File: config.mk
export PLATFORM = sky130hd
export DESIGN_NAME = poc_fifo
export DESIGN_NICKNAME = d
export VERILOG_FILES = /design/src/hw/rtl/assert_macros.svh /design/src/hw/rtl/poc_pkg.sv /design/src/hw/rtl/poc_fifo.sv
export SDC_FILE = /design/constraint.sdc
export NUM_CORES = 1
export LEC_CHECK = 0
export ABC_AREA = 0
export BUFFER_PORTS_ARGS = -buffer_cell sky130_fd_sc_hd__buf_2
export CAP_MARGIN = 20
export CORE_ASPECT_RATIO = 0.7
export CORE_MARGIN = 1.5
export CORE_UTILIZATION = 25
export DETAILED_ROUTE_END_ITERATION = 8
export HOLD_SLACK_MARGIN = 0.15
export PLACE_DENSITY = 0.52
export SYNTH_ARGS = -nofsm -noshare
export SYNTH_HDL_FRONTEND = slang
export SYNTH_SLANG_ARGS = --single-unit
File: constraint.sdc
create_clock -name clk -period 3.77 [get_ports clk]
set_input_delay 0 -clock clk [delete_from_list [all_inputs] [get_ports clk]]
set_output_delay 0 -clock clk [all_outputs]
set_load 0.05 [all_outputs]
File: src/hw/rtl/assert_macros.svh
// Assertion macros shared by the RTL modules of the collision checker.
// Each macro expects signals named clk and rst in the scope where it is used.
`ifndef ASSERT_MACROS_SVH
`define ASSERT_MACROS_SVH

// Plain property, checked at every rising edge outside reset.
`define POC_ASSERT(lbl, prop, msg) \
  lbl: assert property (@(posedge clk) disable iff (rst) (prop)) else $error(msg);

// Same-cycle implication.
`define POC_ASSERT_IMP(lbl, ante, cons, msg) \
  lbl: assert property (@(posedge clk) disable iff (rst) (ante) |-> (cons)) else $error(msg);

`endif

File: src/hw/rtl/poc_pkg.sv
// Package of the point obstacle collision checker: sizes, codes and types.
// Used by every module of the block and by poc_cmd_if; depends on nothing.
package poc_pkg;

  localparam int MAX_OBSTACLES = 64;
  localparam int IDX_W = (MAX_OBSTACLES > 1) ? $clog2(MAX_OBSTACLES) : 1;
  localparam int CNT_W = $clog2(MAX_OBSTACLES + 1);

  localparam int COORD_W = 16;
  localparam int SIZE_W  = 16;
  localparam int DIFF_W  = COORD_W + 2;
  localparam int RAD_W   = SIZE_W + 2;
  localparam int SQ_W    = 2 * DIFF_W - 1;
  localparam int RR_W    = 2 * RAD_W;
  localparam int CMP_W   = SQ_W + 2;

  localparam int QUEUE_AW    = 1;
  localparam int QUEUE_DEPTH = 1 << QUEUE_AW;
  localparam int FILL_W      = QUEUE_AW + 1;

  localparam int CFG_ADDR_W = 5;
  localparam int CFG_DATA_W = 32;
  localparam int REG_IDX_W  = CFG_ADDR_W - 2;

  localparam logic [1:0] MODE_CLEAR = 2'd0;
  localparam logic [1:0] MODE_ADD   = 2'd1;
  localparam logic [1:0] MODE_QUERY = 2'd2;

  localparam logic [1:0] KIND_SPHERE = 2'd0;
  localparam logic [1:0] KIND_CYL    = 2'd1;

  localparam logic [REG_IDX_W-1:0] REG_CLEARANCE   = 3'd0;
  localparam logic [REG_IDX_W-1:0] REG_BOUND_MIN_X = 3'd1;
  localparam logic [REG_IDX_W-1:0] REG_BOUND_MAX_X = 3'd2;
  localparam logic [REG_IDX_W-1:0] REG_BOUND_MIN_Y = 3'd3;
  localparam logic [REG_IDX_W-1:0] REG_BOUND_MAX_Y = 3'd4;
  localparam logic [REG_IDX_W-1:0] REG_BOUND_MIN_Z = 3'd5;
  localparam logic [REG_IDX_W-1:0] REG_BOUND_MAX_Z = 3'd6;

  typedef enum logic [2:0] {
    ST_QUERY   = 3'd0,
    ST_STORED  = 3'd1,
    ST_IGNORED = 3'd2,
    ST_FULL    = 3'd3,
    ST_CLEARED = 3'd4
  } status_t;

  typedef enum logic [2:0] {
    OP_CLEAR,
    OP_STORE,
    OP_IGNORE,
    OP_FULL,
    OP_QUERY
  } op_t;

  typedef enum logic [1:0] {
    BK_IDLE,
    BK_SCAN,
    BK_DRAIN,
    BK_REPLY
  } bk_state_t;

  typedef struct packed {
    logic        [SIZE_W-1:0]  clearance;
    logic signed [COORD_W-1:0] bound_min_x;
    logic signed [COORD_W-1:0] bound_max_x;
    logic signed [COORD_W-1:0] bound_min_y;
    logic signed [COORD_W-1:0] bound_max_y;
    logic signed [COORD_W-1:0] bound_min_z;
    logic signed [COORD_W-1:0] bound_max_z;
  } poc_cfg_t;

  localparam poc_cfg_t CFG_RESET = '{
    clearance:     16'd128,
    bound_min_x:   -16'sd5120,
    bound_max_x:   16'sd5120,
    bound_min_y:   -16'sd5120,
    bound_max_y:   16'sd5120,
    bound_min_z:   16'sd0,
    bound_max_z:   16'sd2560
  };

  // Classified command; idx is the table slot for a store and the entry count for a query.
  typedef struct packed {
    op_t                       op;
    logic        [CNT_W-1:0]   idx;
    logic signed [COORD_W-1:0] pos_x;
    logic signed [COORD_W-1:0] pos_y;
    logic signed [COORD_W-1:0] pos_z;
    logic                      is_cyl;
    logic        [SIZE_W-1:0]  diam;
    logic        [SIZE_W-1:0]  hgt;
  } cmd_t;

  typedef struct packed {
    logic signed [COORD_W-1:0] cx;
    logic signed [COORD_W-1:0] cy;
    logic signed [COORD_W-1:0] cz;
    logic                      is_cyl;
    logic        [SIZE_W-1:0]  diam;
    logic        [SIZE_W-1:0]  hgt;
  } entry_t;

endpackage

File: src/hw/rtl/poc_fifo.sv
// Short command queue between the front classifier and the back executor.
// Depends on poc_pkg for the command type and queue depth.
module poc_fifo import poc_pkg::*; (
  input  logic clk,
  input  logic rst,
  input  logic push,
  input  cmd_t push_data,
  output logic push_ready,
  input  logic pop,
  output cmd_t pop_data,
  output logic pop_valid
);

  cmd_t                slots [QUEUE_DEPTH];
  logic [QUEUE_AW-1:0] wr_ptr;
  logic [QUEUE_AW-1:0] rd_ptr;
  logic [FILL_W-1:0]   fill;
  logic                do_push;
  logic                do_pop;

  assign push_ready = (fill != FILL_W'(QUEUE_DEPTH));
  assign pop_valid  = (fill != '0);
  assign do_push    = push && push_ready;
  assign do_pop     = pop && pop_valid;
  assign pop_data   = slots[rd_ptr];

  always_ff @(posedge clk) begin
    if (do_push) begin
      slots[wr_ptr] <= push_data;
    end
  end

  always_ff @(posedge clk) begin
    if (rst) begin
      wr_ptr <= '0;
      rd_ptr <= '0;
      fill   <= '0;
    end else begin
      if (do_push) begin
        wr_ptr <= wr_ptr + 1'b1;
      end
      if (do_pop) begin
        rd_ptr <= rd_ptr + 1'b1;
      end
      fill <= fill + FILL_W'(do_push) - FILL_W'(do_pop);
    end
  end

endmodule

==> parameters.txt <==
Parameter                              Value

Global route
  Global-route wire length before repair    22.80 mm
  GRT Max-Usage Layer    met2
  Largest net degree at the start of global routing    72
  Total grt overflow    0
  Total global routing track utilization    10.67%
  Met3 usage in global routing    3.629%
  Number of global-route vias before repair    4256
  Initial antenna violation count    0
  M2 GR Usage    16.83%
  Met1 Resource Use GR    13.57%

Final layout
  Antenna cells    0
  Nets    704
  Area of all placed cells without fillers    9708 µm²
  Fraction of layout cells with a size suffix above 1    50.81%
  Post-route non-filler standard cell count    984
  Fill cell count    2603
  Synthesis-to-layout area growth    42.34%

Power and ir drop
  Switch share    34.96%
  Power density normalized to cell area    644.7 nW/µm²
  Internal cell power    4.071 mW
  Combinational group share of total power    29.7%
  Clock network fraction of design power    27.5%
  Sequential cell fraction of total power    42.7%
  Worst VDD drop    0.0003055 V
  Cell leakage power    3.571 nW
  Sw power    2.188 mW

Synth
  Net count after synthesis    408
  Gate Count Post-Synth    312
  Cell type contributing the most total cell area after synthesis    edfxtp_1
  Share of synthesized area occupied by flip-flops and latches    81.60%
  Average size of a mapped cell    21.86 µm²
  Top area cells in the synthesized netlist    edfxtp_1 80%, mux2_2 15%, dfxtp_1 1.5%, buf_4 0.99%, nor2_1 0.28%
  Count of yosys warnings during synthesis    0
  Post-synthesis cell area    6820 µm²
  Yosys cell types    23
  Fraction of synthesized cell area taken by the top area cell type    80.13%
  Number of storage elements in the synthesis netlist    187

Min path
  Worst min-delay path category    in2reg
  Start point of the worst min-delay path    push_data[37]

Clocking
  Maximum root-to-sink buffer count    2
  Number of buffers inserted by post-CTS setup repair    0
  Clock insertion delay at the later pin of the skew report    0.42 ns
  Number of hold-repair buffers added at the cts stage    95
  Post-cts gate resize count    0
  Post-CTS clock slew at the launch and capture registers of the worst setup and hold paths    0.07 ns
  Clk sink count    187
  Clk Tree Root Cell    clkbuf_16
  TritonCTS buffer count    17
  H-tree depth    4
  Clock tree from TritonCTS    built

Place
  Final estimated routing congestion in global placement    0.7470
  Post-Place Cells    858
  Detailed Place HPWL    9.186 mm
  # port buffers    187
  Placement-stage cell area    8200 µm²

Route
  Post-DR wirelength/cell    15.15 µm
  Total length of routed wires    14.91 mm
  Antenna-violating nets left    0
  Via-per-instance ratio    3.925
  Iteration-0 DRC Markers    112
  Vias    3862
  Number of remaining DRC errors    0
  Pre-Repair DR Iteration Count    4

Critical path
  Required time worst endpoint    3.77 ns
  WP data arrival    2.42 ns
  Type of element launching the critical path    register
  Max Fanout on Critical Path    71
  Crit path kind    reg2out
  Startpoint of the most critical register-to-register path    fill[0]$_SDFF_PP0_
  Critical path capture point type    output pin

Die
  Core Region    26780 µm²
  Vertical extent of the die    141.2 µm
  Area of the die    28300 µm²
  Core Rows    50
  Initial standard-cell utilization of the core    25.47%
  Width of the die    200.4 µm
  Number of primary I/O pins    188

Timing
  Final setup fails    0
  Final worst-path cycle share    64.14%
  Max-Slew Margin vs Limit    30.34%
  Least-Margin Pin Slew    1.045 ns
  Final number of max-transition violations    0
  Aggregate negative setup slack    0 ns
  Worst clock skew on the final layout    0.01242 ns
  Setup repair after global routing missed its margin    no
  Min Tclk post-route    2.418 ns
  Max Clock Freq    413.5 MHz
  Worst hold slack    0.2943 ns
  Number of hold-slack violations in the final timing report    0

Status
  Run status    completed

Flow run
  Max-cap viol count    0
==> worst paths after layout <==
| path | to | slack, ns | cells past startpoint |
|---|---|---|---|
| worst min register to register | rd_ptr$_SDFFE_PP0P_ | 0.51 | 2 |
| worst max-delay path | pop_data[23] | 1.35 | 3 |
| worst min-delay path | slots[1][37]$_DFFE_PP_ | 0.29 | 2 |
| worst max register to register | slots[1][21]$_DFFE_PP_ | 1.70 | 3 |
==> registers in the layout (all words and copies together) (netlist names), named ones only <==
signal and flops:
rd_ptr 1, fill 2, wr_ptr 1, slots 182
==> cell families (layout without fill, tap and decap cells) <==
family                     count (synthesis)  after routing  share of synthesized area (%)
DFF                                      187            187                          81.60
muxes                                     92             92                          15.19
and+or+nand+nor                           13             13                          1.028
buffers and inverters                     11            319                          1.119
AOI/OAI and AO/OA                          7              7                         0.7522
adders and majority gates                  1              1                         0.1834
xor gates and xnor gates                   1              1                         0.1284
==> power groups by stage <==
stage          combinational, mW  clock (mW)  sequential (mW)
3_3_place_gp                1.78           0             2.71
3_5_place_dp                1.80           0             2.73
4_1_cts                     1.88        1.80             2.68
6_report                    1.86        1.72             2.67
5_1_grt                     1.95        1.87             2.71
2_1_floorplan               1.49           0             2.62
==> area by class of cell <==
type	instances	area, µm²	area share [%]
timing repair buffer	287	1937	19.95
inverter	1	6.256	0.06444
multi-input combinational	114	1184	12.19
tap	364	455.4	4.691
clock buffer	19	432.9	4.459
sequential	187	5569	57.37
clock inverter	12	123.9	1.276
==> stage by stage <==
step,setup slack [ns],util [%],total power [mW]
finish,1.352,36.26,6.259
global route,1.171,36.26,6.524
floorplan,0.1424,-,4.114
CTS,1.239,36.26,6.362
global placement,1.776,30.63,4.491
detailed placement,1.667,30.63,4.523
==> layer usage <==
layer | up-vias | wire length [µm] | part of all wire (%)
met5 | - | 0 | 0
met4 | 0 | 240 | 1.6
met3 | 12 | 765 | 5.1
met2 | 107 | 6939 | 47
met1 | 1917 | 6966 | 47
li1 | 1826 | - | -
==> critical path, cell delays in order (launching register included) <==
cell and delay, ns:
dfxtp_4 1.05, buf_4 0.36, mux2_2 0.37, buf_2 0.21
==> cell usage in the layout (no fill, tap or decap), types with 2 or more instances in the layout <==
| master | netlist | layout |
|---|---|---|
| clkbuf_16 | 0 | 17 |
| nor2b_1 | 2 | 2 |
| mux2_2 | 91 | 91 |
| clkinvlp_4 | 0 | 5 |
| dfxtp_1 | 5 | 4 |
| clkbuf_1 | 0 | 2 |
| dlygate4sd3_1 | 0 | 95 |
| bufinv_16 | 0 | 2 |
| buf_4 | 9 | 4 |
| nor2_1 | 5 | 5 |
| edfxtp_1 | 182 | 182 |
| buf_2 | 1 | 187 |
| o21ai_0 | 2 | 2 |
| clkinv_2 | 0 | 2 |
| clkinv_1 | 0 | 2 |
==> cell usage after synthesis <==
master and instances:
mux2_2 91, buf_4 9, and2b_1 1, buf_2 1, a21oi_1 1, inv_1 1
and3_1 1, nor2b_1 2, dfxtp_1 5, a21bo_1 1, or2_2 1, a211oi_1 1
ha_1 1, xor2_1 1, o21ai_0 2, nor2_1 5, a21bo_2 1, nand2b_1 1
nand3_1 1, nand3b_1 1, a32oi_1 1, mux2_1 1, edfxtp_1 182
No activity file was read; power rests on OpenSTA's default activity.
