`src/hw/rtl/assert_macros.svh`:
```
// Assertion macros shared by the RTL modules of the collision checker.
// Each macro expects signals named clk and rst in the scope where it is used.
`ifndef ASSERT_MACROS_SVH
`define ASSERT_MACROS_SVH

// Plain property, checked at every rising edge outside reset.
`define POC_ASSERT(lbl, prop, msg) \
  lbl: assert property (@(posedge clk) disable iff (rst) (prop)) else $error(msg);

// Same-cycle implication.
`define POC_ASSERT_IMP(lbl, ante, cons, msg) \
  lbl: assert property (@(posedge clk) disable iff (rst) (ante) |-> (cons)) else $error(msg);

`endif

```
`src/hw/rtl/poc_pkg.sv`:
```
// Package of the point obstacle collision checker: sizes, codes and types.
// Used by every module of the block and by poc_cmd_if; depends on nothing.
package poc_pkg;

  localparam int MAX_OBSTACLES = 64;
  localparam int IDX_W = (MAX_OBSTACLES > 1) ? $clog2(MAX_OBSTACLES) : 1;
  localparam int CNT_W = $clog2(MAX_OBSTACLES + 1);

  localparam int COORD_W = 16;
  localparam int SIZE_W  = 16;
  localparam int DIFF_W  = COORD_W + 2;
  localparam int RAD_W   = SIZE_W + 2;
  localparam int SQ_W    = 2 * DIFF_W - 1;
  localparam int RR_W    = 2 * RAD_W;
  localparam int CMP_W   = SQ_W + 2;

  localparam int QUEUE_AW    = 1;
  localparam int QUEUE_DEPTH = 1 << QUEUE_AW;
  localparam int FILL_W      = QUEUE_AW + 1;

  localparam int CFG_ADDR_W = 5;
  localparam int CFG_DATA_W = 32;
  localparam int REG_IDX_W  = CFG_ADDR_W - 2;

  localparam logic [1:0] MODE_CLEAR = 2'd0;
  localparam logic [1:0] MODE_ADD   = 2'd1;
  localparam logic [1:0] MODE_QUERY = 2'd2;

  localparam logic [1:0] KIND_SPHERE = 2'd0;
  localparam logic [1:0] KIND_CYL    = 2'd1;

  localparam logic [REG_IDX_W-1:0] REG_CLEARANCE   = 3'd0;
  localparam logic [REG_IDX_W-1:0] REG_BOUND_MIN_X = 3'd1;
  localparam logic [REG_IDX_W-1:0] REG_BOUND_MAX_X = 3'd2;
  localparam logic [REG_IDX_W-1:0] REG_BOUND_MIN_Y = 3'd3;
  localparam logic [REG_IDX_W-1:0] REG_BOUND_MAX_Y = 3'd4;
  localparam logic [REG_IDX_W-1:0] REG_BOUND_MIN_Z = 3'd5;
  localparam logic [REG_IDX_W-1:0] REG_BOUND_MAX_Z = 3'd6;

  typedef enum logic [2:0] {
    ST_QUERY   = 3'd0,
    ST_STORED  = 3'd1,
    ST_IGNORED = 3'd2,
    ST_FULL    = 3'd3,
    ST_CLEARED = 3'd4
  } status_t;

  typedef enum logic [2:0] {
    OP_CLEAR,
    OP_STORE,
    OP_IGNORE,
    OP_FULL,
    OP_QUERY
  } op_t;

  typedef enum logic [1:0] {
    BK_IDLE,
    BK_SCAN,
    BK_DRAIN,
    BK_REPLY
  } bk_state_t;

  typedef struct packed {
    logic        [SIZE_W-1:0]  clearance;
    logic signed [COORD_W-1:0] bound_min_x;
    logic signed [COORD_W-1:0] bound_max_x;
    logic signed [COORD_W-1:0] bound_min_y;
    logic signed [COORD_W-1:0] bound_max_y;
    logic signed [COORD_W-1:0] bound_min_z;
    logic signed [COORD_W-1:0] bound_max_z;
  } poc_cfg_t;

  localparam poc_cfg_t CFG_RESET = '{
    clearance:     16'd128,
    bound_min_x:   -16'sd5120,
    bound_max_x:   16'sd5120,
    bound_min_y:   -16'sd5120,
    bound_max_y:   16'sd5120,
    bound_min_z:   16'sd0,
    bound_max_z:   16'sd2560
  };

  // Classified command; idx is the table slot for a store and the entry count for a query.
  typedef struct packed {
    op_t                       op;
    logic        [CNT_W-1:0]   idx;
    logic signed [COORD_W-1:0] pos_x;
    logic signed [COORD_W-1:0] pos_y;
    logic signed [COORD_W-1:0] pos_z;
    logic                      is_cyl;
    logic        [SIZE_W-1:0]  diam;
    logic        [SIZE_W-1:0]  hgt;
  } cmd_t;

  typedef struct packed {
    logic signed [COORD_W-1:0] cx;
    logic signed [COORD_W-1:0] cy;
    logic signed [COORD_W-1:0] cz;
    logic                      is_cyl;
    logic        [SIZE_W-1:0]  diam;
    logic        [SIZE_W-1:0]  hgt;
  } entry_t;

endpackage

```
`src/hw/rtl/poc_if.sv`:
```
// Valid/ready channel interfaces for the command and result streams.
// Depends on poc_pkg for the field widths.
interface poc_cmd_if import poc_pkg::*; ();
  logic                      valid;
  logic                      ready;
  logic        [1:0]         mode;
  logic signed [COORD_W-1:0] pos_x;
  logic signed [COORD_W-1:0] pos_y;
  logic signed [COORD_W-1:0] pos_z;
  logic        [1:0]         shape_kind;
  logic        [SIZE_W-1:0]  diameter;
  logic        [SIZE_W-1:0]  height;

  modport source (output valid, mode, pos_x, pos_y, pos_z, shape_kind, diameter, height,
                  input ready);
  modport sink (input valid, mode, pos_x, pos_y, pos_z, shape_kind, diameter, height,
                output ready);
endinterface


```
`src/hw/rtl/poc_front.sv`:
```
// Front end: accepts command transfers, keeps the obstacle count and classifies each item.
// Depends on poc_pkg and poc_cmd_if; feeds poc_fifo.
module poc_front import poc_pkg::*; (
  input  logic       clk,
  input  logic       rst,
  poc_cmd_if.sink    cmd,
  output logic       push,
  output cmd_t       push_data,
  input  logic       queue_ready
);

  logic [CNT_W-1:0] count;
  logic [CNT_W-1:0] count_next;

  assign cmd.ready = queue_ready;
  assign push      = cmd.valid && queue_ready;

  always_comb begin
    push_data.op     = OP_IGNORE;
    push_data.idx    = count;
    push_data.pos_x  = cmd.pos_x;
    push_data.pos_y  = cmd.pos_y;
    push_data.pos_z  = cmd.pos_z;
    push_data.is_cyl = (cmd.shape_kind == KIND_CYL);
    push_data.diam   = cmd.diameter;
    push_data.hgt    = cmd.height;
    count_next       = count;
    unique case (cmd.mode)
      MODE_CLEAR: begin
        push_data.op = OP_CLEAR;
        count_next   = '0;
      end
      MODE_ADD: begin
        if (cmd.shape_kind != KIND_SPHERE && cmd.shape_kind != KIND_CYL) begin
          push_data.op = OP_IGNORE;
        end else if (count >= CNT_W'(MAX_OBSTACLES)) begin
          push_data.op = OP_FULL;
        end else begin
          push_data.op = OP_STORE;
          count_next   = count + 1'b1;
        end
      end
      MODE_QUERY: begin
        push_data.op = OP_QUERY;
      end
      default: begin
        push_data.op = OP_IGNORE;
      end
    endcase
  end

  always_ff @(posedge clk) begin
    if (rst) begin
      count <= '0;
    end else if (push) begin
      count <= count_next;
    end
  end

endmodule

```
`src/flat_wrapper.sv`:
```
// flat-port wrapper written by rule: the top's interface ports become plain ports
module poc_front_flat import poc_pkg::*;
  (clk, rst, push, push_data, queue_ready, cmd_valid, cmd_mode, cmd_pos_x, cmd_pos_y, cmd_pos_z, cmd_shape_kind, cmd_diameter, cmd_height, cmd_ready);
  poc_cmd_if cmd_i ();
  input  logic clk;
  input  logic rst;
  output logic push;
  output cmd_t push_data;
  input  logic queue_ready;
  input wire logic [$bits(cmd_i.valid)-1:0] cmd_valid;
  input wire logic [$bits(cmd_i.mode)-1:0] cmd_mode;
  input wire logic [$bits(cmd_i.pos_x)-1:0] cmd_pos_x;
  input wire logic [$bits(cmd_i.pos_y)-1:0] cmd_pos_y;
  input wire logic [$bits(cmd_i.pos_z)-1:0] cmd_pos_z;
  input wire logic [$bits(cmd_i.shape_kind)-1:0] cmd_shape_kind;
  input wire logic [$bits(cmd_i.diameter)-1:0] cmd_diameter;
  input wire logic [$bits(cmd_i.height)-1:0] cmd_height;
  output wire logic [$bits(cmd_i.ready)-1:0] cmd_ready;
  assign cmd_i.valid = cmd_valid;
  assign cmd_i.mode = cmd_mode;
  assign cmd_i.pos_x = cmd_pos_x;
  assign cmd_i.pos_y = cmd_pos_y;
  assign cmd_i.pos_z = cmd_pos_z;
  assign cmd_i.shape_kind = cmd_shape_kind;
  assign cmd_i.diameter = cmd_diameter;
  assign cmd_i.height = cmd_height;
  assign cmd_ready = cmd_i.ready;
  poc_front u_core (.clk(clk), .rst(rst), .cmd(cmd_i), .push(push), .push_data(push_data), .queue_ready(queue_ready));
endmodule
```
`config.mk`:
```
export PLATFORM = sky130hd
export DESIGN_NAME = poc_front_flat
export DESIGN_NICKNAME = d
export VERILOG_FILES = /design/src/hw/rtl/assert_macros.svh /design/src/hw/rtl/poc_pkg.sv /design/src/hw/rtl/poc_if.sv /design/src/hw/rtl/poc_front.sv /design/src/flat_wrapper.sv
export SDC_FILE = /design/constraint.sdc
export NUM_CORES = 1
export LEC_CHECK = 0
export BUFFER_PORTS_ARGS = -buffer_cell sky130_fd_sc_hd__buf_2
export CORE_AREA = 2 2 70 72
export CTS_BUF_LIST = sky130_fd_sc_hd__clkbuf_8
export DETAILED_ROUTE_END_ITERATION = 10
export DIE_AREA = 0 0 72 74
export HOLD_SLACK_MARGIN = 0.02
export MAX_ROUTING_LAYER = met4
export PLACE_DENSITY_LB_ADDON = 0.1
export SLEW_MARGIN = 20
export SYNTH_ARGS = -nofsm -noshare
export SYNTH_HDL_FRONTEND = slang
export SYNTH_SLANG_ARGS = --single-unit
```
`constraint.sdc`:
```
create_clock -name clk -period 2.4 [get_ports clk]
set_clock_uncertainty 0.15 [all_clocks]
set_input_delay 0.12 -clock clk [delete_from_list [all_inputs] [get_ports clk]]
set_output_delay 0.12 -clock clk [all_outputs]
set_load 0.005 [all_outputs]
```
==> results of run 1 <==
-- final timing paths --
kind	from	endpoint	slack (ns)	depth (start not counted)
min reg2reg	u_core.count[6]	u_core.count[6]	0.33	2
min	cmd_height[10]	push_data[10]	0.09	0
max reg2reg	u_core.count[0]	u_core.count[6]	0.85	4
max	u_core.count[0]	u_core.count[6]	0.85	4
-- worst max-delay path: stages, from the launching register on --
cell	delay (ns)
dfxtp_1	0.39
ha_1	0.20
inv_1	0.06
or4_1	0.52
a21oi_1	0.15
-- metrics by stage --
step                worst slack [ns]  std cells
global route                   0.756        125
CTS                            0.838        125
floorplan                      0.945        129
global placement               0.886        120
finish                         0.850        125
detailed placement             0.848        120
-- metal layers --
metal / global-route usage [%] / routed length, um
met2: 9.88 / 847
met4: 4.40 / 99
met5: - / 0
met3: 6.10 / 310
met1: 6.54 / 601
-- layout make-up --
cell class	instances	area, um2
fillers	520	3970
well taps	54	67.6
repair buffers	21	110
flip-flops and latches	7	140
multi-input cells	37	263
clock inverters	1	3.75
inverters	2	7.51
clock buffers	3	41.3
-- cell usage after synthesis --
library cell	count	share of area, %
nand2_1	1	0.36
o31ai_1	3	2.2
nand3b_4	1	1.9
dfxtp_1	7	13
o21ai_0	2	0.96
nand3b_1	1	0.72
nand3_1	3	1.4
and2_1	1	0.60
or3b_2	1	0.84
nor4_1	1	0.60
o21a_1	1	0.72
o31a_1	1	0.84
or4b_1	1	0.96
or4bb_1	1	1.1
inv_1	2	0.72
a21oi_1	6	2.9
nand2b_1	2	1.2
ha_1	1	1.2
nor2_1	1	0.36
buf_4	81	58
or4_1	5	3.6
buf_6	2	2.2
nand4_1	1	0.60
nor2b_1	2	1.2
mux2i_1	1	0.96
-- timing repair --
item / 4_1_cts / 5_1_grt
endpoints found under the hold margin: 2 / 0
gates resized for setup: 0 / 0
hold buffers: 1 / 0
-- cells by family after synthesis --
group | Yosys count | share of synthesized area (%)
flops | 7 | 13.5
compound gates | 13 | 7.57
buf+inv | 85 | 61.3
fa+ha+maj | 1 | 1.20
mux | 1 | 0.962
simple gates | 22 | 15.5
-- report_power, final --
group          internal, mW  switching [mW]
clock                 0.110          0.0498
sequential            0.117        0.000368
combinational        0.0157          0.0175
total                 0.243          0.0677
==> out/results.ini, run 1 <==
[finish]
largest_reg_flops = 7
fin_area_um2 = 633
diodes = 0
reg_top3 = u_core.count: 7 flops
regMostFlops = u_core.count
final_nets = 161
drive_gt1_share_pct = 35.2
area_delta_synth_final_pct = -39.2
layout_commonest_cell = buf_2
final_cell_mix = buf_2, dfxtp_1, a21oi_1
post-route-util_pct = 13.8

[pwr]
peakVddDrop_uv = 175
leakage_nw = 0.253
power_density_nw_per_um2 = 491
power_mw = 0.311

[floorplan]
die_h_um = 74
num_rows = 25
core_um2 = 4600
initial_core_util_pct = 22.6
die_area_um2 = 5330
die_w_um = 72
io_pins = 181

[logic_synthesis]
synth_seq_cells = 7
ys_warn_count = 0
synth_cells = 129
avgSynthCellArea_um2 = 8.07
yosysSeqAreaShare_pct = 13.5
syn_nets = 218
syn-cell-area_um2 = 1040
yosysUniqueCellTypes = 25

[timing]
report.final.slew_viol_count = 0
layout_min_cycle_time_ns = 1.55
setup_viol = 0
slew_headroom_pct = 74.7
worstMarginPinSlew_ns = 0.376
rsz0062_at_grt = no
hold_violations = 0
setup_tns_ns = 0
whs_ns = 0.0900
post-route-period-util_pct = 64.6
fmax_mhz = 645

[clocking]
clkTransAtPathRegs_ns = 0.04
cts_buffer_depth = 2
cts_root_buf = clkbuf_8
cts_sinks = 7
post_cts_buffers = 0
cts_buffers = 3
clk_latency_ns = 0.22
htreeDepth = 1
tritoncts = done

[global_route]
grt_pass1_vias = 528
grt_max_degree = 13
grt.total_usage_pct = 7.09
grt_first_pass_wirelength_mm = 2.80
antenna_found_initial = 0
overflow = 0

[routing]
dr.pass1.iters = 3
routedWlPerCell_um = 14.9
vias = 520
routed_wl_mm = 1.86
drt_drc_violations_left = 0
post_drt_via_cell_ratio = 4.16
drtIter0Drc = 26
drtAntennaViolNets = 0

[setup_path]
timing_worst_setup_path_type = flip-flop to flip-flop
required_ns = 2.40
end_kind = flip-flop
crit_fanout = 6
worstSetupStartpointType = flip-flop
arrival_ns = 1.55

[run_status]
status = finished, final reports clean

[place]
post_dp_cell_area_um2 = 578
place_congestion = 0.696
port_buffers = 20
hpwl_mm = 1.51

[worst_hold_path]
min_path_type = input pin to output port

[flow_run]
drv_cap = 0

(Power assumes the default switching activity.)
==> run 2, diff against run 1 <==
Clock period 2.4 ns to 1.35 ns, I/O delays scaled along.
==> run 2 against run 1 <==
Combinational power rose to 8.8 times the previous value. Final cell count rose by 74%. Clock-buffer cell count did not move. Cell area rose to 2.5 times the previous value. First-iteration DRC count fell by 73%. The flow now finishes with violations (setup timing). Sequential share of layout area fell by 12 points. Critical path type unchanged. Largest power group unchanged. Non-clock buffer count rose by 92. Fmax rose by 10%. Flip-flop and latch count did not move. Routed wire length rose by 62%. Sequential power rose by 70%. Clock power rose by 86%.
==> out/results.ini, run 2 (synthesis results as in run 1) <==
[run_status]
status = finished with violations
violations = setup timing

[floorplan]
initial_core_util_pct = 22.6
core_um2 = 4600
io_pins = 181
die_h_um = 74
die_area_um2 = 5330
die_w_um = 72
num_rows = 25

[timing]
fmax_mhz = 710
hold_violations = 0
rsz0062_at_grt = yes
slew_headroom_pct = 81.0
worstMarginPinSlew_ns = 0.282
post-route-period-util_pct = 104
report.final.slew_viol_count = 0
fin_ws_ns = -0.0589
whs_ns = 0.180
setup_tns_ns = -0.164
setup_viol = 4
layout_min_cycle_time_ns = 1.41

[pwr]
sw_frac_of_total_pct = 25.1
power_density_nw_per_um2 = 490
peakVddDrop_uv = 178
leakage_nw = 0.660
p_comb_share_pct = 37.1
seqPwrFrac_pct = 25.2
p_switching_mw = 0.198
power.internal_mw = 0.591
p_clk_share_pct = 37.7

[clocking]
cts_buffer_depth = 2
tritoncts = done
clk_latency_ns = 0.23
htreeDepth = 1
cts_buffers = 3
cts_sinks = 7
cts_root_buf = clkbuf_8
clkTransAtPathRegs_ns = 0.04

[routing]
dr.pass1.iters = 4
drtAntennaViolNets = 0
vias = 925
post_drt_via_cell_ratio = 4.24
drtIter0Drc = 7
routedWlPerCell_um = 13.8
routed_wl_mm = 3.01
drt_drc_violations_left = 0

[finish]
regMostFlops = u_core.count
multi_input_area_um2 = 327
final_nets = 254
fill_cells = 483
diodes = 0
final_cell_mix = dlygate4sd3_1, buf_2, buf_4
layout_commonest_cell = dlygate4sd3_1
reg_top3 = u_core.count: 7 flops
largest_reg_flops = 7
seq_area_um2 = 161
area_delta_synth_final_pct = 54.9
drive_gt1_share_pct = 33.5

[setup_path]
crit_fanout = 5
arrival_ns = 1.41
worstSetupStartpointType = flip-flop
required_ns = 1.35
r2r_slack_ns = -0.06
end_kind = flip-flop
timing_worst_setup_path_type = flip-flop to flip-flop

[place]
place_congestion = 0.594
hpwl_mm = 1.76
port_buffers = 20

[global_route]
grt.total_usage_pct = 9.97
antenna_found_initial = 0
overflow = 0
grt_pass1_vias = 868
grt_max_degree = 13
grt_first_pass_wirelength_mm = 3.91

[flow_run]
drv_cap = 0

[worst_hold_path]
min_path_type = input pin to flip-flop

run 2: layout make-up:
| type | instances | share of cell area [%] |
|---|---|---|
| timing repair buffer | 113 | 62.3 |
| clock inverter | 1 | 0.233 |
| clock buffer | 3 | 2.56 |
| sequential | 7 | 10.0 |
| tap | 54 | 4.19 |
| inverter | 2 | 0.465 |
| multi-input combinational | 38 | 20.2 |
run 2: path summary, 6_finish.rpt:
check | from | cells after the start | to
hold / removal | cmd_shape_kind[1] | 4 | u_core.count[4]
setup / recovery | u_core.count[6] | 3 | u_core.count[1]
setup reg to reg | u_core.count[6] | 3 | u_core.count[1]
hold reg to reg | u_core.count[5] | 2 | u_core.count[5]
run 2: timing repair:
action	CTS	global route
endpoints found under the hold margin	83	0
hold buffers	81	0
setup buffers	0	1
gates cloned	1	0
pin swaps	4	2
resized for setup	12	6
endpoints found under the setup margin	7	6
run 2: stage by stage:
step	std cells	power, mW	area [um2]	util [%]	setup WS (ns)
finish	218	0.790	1610	35.1	-0.0589
floorplan	129	0.434	1060	-	-0.0618
global placement	131	0.280	682	14.8	-0.129
global route	218	0.841	1610	35.1	-0.100
detailed placement	131	0.279	682	14.8	-0.116
CTS	217	0.809	1580	34.4	-0.0516
run 2: critical path, stage by stage, from the launching register on:
cell and delay, ns:
dfxtp_2 0.33, o21a_4 0.22, or4b_4 0.51, a21oi_2 0.13
run 2: metal layers:
layer  GRT usage [%]  vias to the layer above  wire length [um]
met5               -                        -                 0
met4            5.03                        0                31
met3            2.17                        2               319
met2            20.4                      106              1760
met1            8.34                      396               904
li1                -                      421                 -
run 2: power by group through the flow:
stage | Sequential, mW | Combinational (mW) | Clock, mW
final | 0.199 | 0.293 | 0.298
after global routing | 0.198 | 0.315 | 0.328
after CTS | 0.201 | 0.294 | 0.314
after detailed placement | 0.209 | 0.0704 | 0
after global placement | 0.209 | 0.0709 | 0
after floorplan | 0.209 | 0.225 | 0
==> run 3, diff against run 2 <==
Settings changed: PLACE_DENSITY set to 0.73, PLACE_DENSITY_LB_ADDON 0.1 to unset.
==> run 3 against run 2 <==
The flow still finishes with violations (setup timing). Power grew 0.27%. Clock power shrank 2%. Highest routed layer unchanged. Critical path depth is the same. Cell area shrank 1.9%. Combinational power is essentially flat. Fmax grew 0.16%. Hold slack is essentially flat. Largest cell class unchanged. Worst setup slack gained 0.0023 ns.
==> out/results.ini, run 3 (synthesis results as in run 1) <==
[clocking]
htreeDepth = 1
cts_sinks = 7
cts_root_buf = clkbuf_8
clk_latency_ns = 0.23
clkTransAtPathRegs_ns = 0.04
cts_buffer_depth = 2
tritoncts = done
cts_buffers = 3

[finish]
drive_gt1_share_pct = 31.5
regMostFlops = u_core.count
seq_area_um2 = 154
diodes = 0
multi_input_area_um2 = 319
reg_top3 = u_core.count: 7 flops
largest_reg_flops = 7
layout_commonest_cell = dlygate4sd3_1
final_nets = 252
fill_cells = 447
final_cell_count_no_fill = 216
area_delta_synth_final_pct = 52.0
final_cell_mix = dlygate4sd3_1, buf_2, buf_4

[routing]
drt_drc_violations_left = 0
drtAntennaViolNets = 0
post_drt_via_cell_ratio = 4.33
dr.pass1.iters = 3
drtIter0Drc = 30
routedWlPerCell_um = 14.5
vias = 936
routed_wl_mm = 3.12

[global_route]
overflow = 0
grt.total_usage_pct = 10.2
antenna_found_initial = 0
grt_pass1_vias = 894
grt_max_degree = 13
grt_first_pass_wirelength_mm = 4.04

[run_status]
violations = setup timing
status = finished with violations

[timing]
rsz0062_at_grt = yes
worstMarginPinSlew_ns = 0.267
report.final.slew_viol_count = 0
fmax_mhz = 711
setup_viol = 6
setup_tns_ns = -0.182
hold_violations = 0
post-route-period-util_pct = 104
layout_min_cycle_time_ns = 1.41
slew_headroom_pct = 82.1
fin_ws_ns = -0.0566

[place]
dp_worst_setup_slack_ns = -0.0783
placedCellCount = 129
hpwl_mm = 1.80
place_congestion = 0.740
port_buffers = 20

[setup_path]
required_ns = 1.35
arrival_ns = 1.41
r2r_slack_ns = -0.06
end_kind = flip-flop
worstSetupStartpointType = flip-flop
crit_fanout = 5
timing_worst_setup_path_type = flip-flop to flip-flop

[floorplan]
core_um2 = 4600
die_w_um = 72
initial_core_util_pct = 22.6
num_rows = 25
io_pins = 181
die_h_um = 74
die_area_um2 = 5330

[flow_run]
drv_cap = 0

[pwr]
power_density_nw_per_um2 = 500
leakage_nw = 0.651
peakVddDrop_uv = 331

[worst_hold_path]
min_path_type = input pin to flip-flop

## run 3: changes by cell type in the layout (fill, tap and decap cells not counted), moves of 2 or more
cell,previous run,this run
nand3_1,1,3
dfxtp_4,5,2
buf_4,11,9
dfxtp_2,2,5
nand3_2,2,0
## run 3: report_power, final
| part | internal [mW] | switching (mW) |
|---|---|---|
| Sequential | 0.204 | 0.000656 |
| Combinational | 0.195 | 0.100 |
| Clock | 0.197 | 0.0943 |
| Total | 0.597 | 0.195 |
## run 3: final cells by class
class,instances,area share [%]
clock inverters,1,0.237
well taps,54,4.27
inverters,2,0.474
repair buffers,111,62.5
flip-flops and latches,7,9.72
multi-input cells,38,20.2
clock buffers,3,2.61
## run 3: path summary, 6_finish.rpt
path,from,to,cells past startpoint
setup / recovery,u_core.count[6],u_core.count[1],3
hold reg to reg,u_core.count[3],u_core.count[3],2
hold / removal,cmd_valid,u_core.count[5],4
setup reg to reg,u_core.count[6],u_core.count[1],3
## run 3: layer usage
layer  vias to the layer above  track usage, %  routed length, um
met2                        94            19.3               1720
met4                         0            3.77                 31
met5                         -               -                  0
met3                         2            2.71                367
met1                       420            9.95               1010
li1                        420               -                  -
## run 3: metrics by stage
| step | hold WS [ns] | instance area [um2] | power (mW) | utilization, % |
|---|---|---|---|---|
| 3_5_place_dp | -0.0150 | 667 | 0.270 | 14.5 |
| 2_1_floorplan | -0.0231 | 1060 | 0.434 | - |
| 3_3_place_gp | -0.0150 | 667 | 0.269 | 14.5 |
| 4_1_cts | 0.154 | 1560 | 0.789 | 33.9 |
| 6_report | 0.180 | 1580 | 0.792 | 34.4 |
| 5_1_grt | 0.207 | 1580 | 0.837 | 34.4 |
## run 3: timing repair
action | CTS | global route
hold buffers | 81 | 0
gates cloned | 1 | 0
endpoints found under the hold margin | 82 | 0
gates resized for setup | 8 | 7
endpoints found under the setup margin | 7 | 8
setup buffers | 1 | 0
pin swaps | 4 | 2
## run 3: worst max-delay path, cell delays in order, from the launching register on
cell and delay [ns]:
dfxtp_2 0.33, o21a_4 0.21, or4b_1 0.51, a21oi_1 0.13
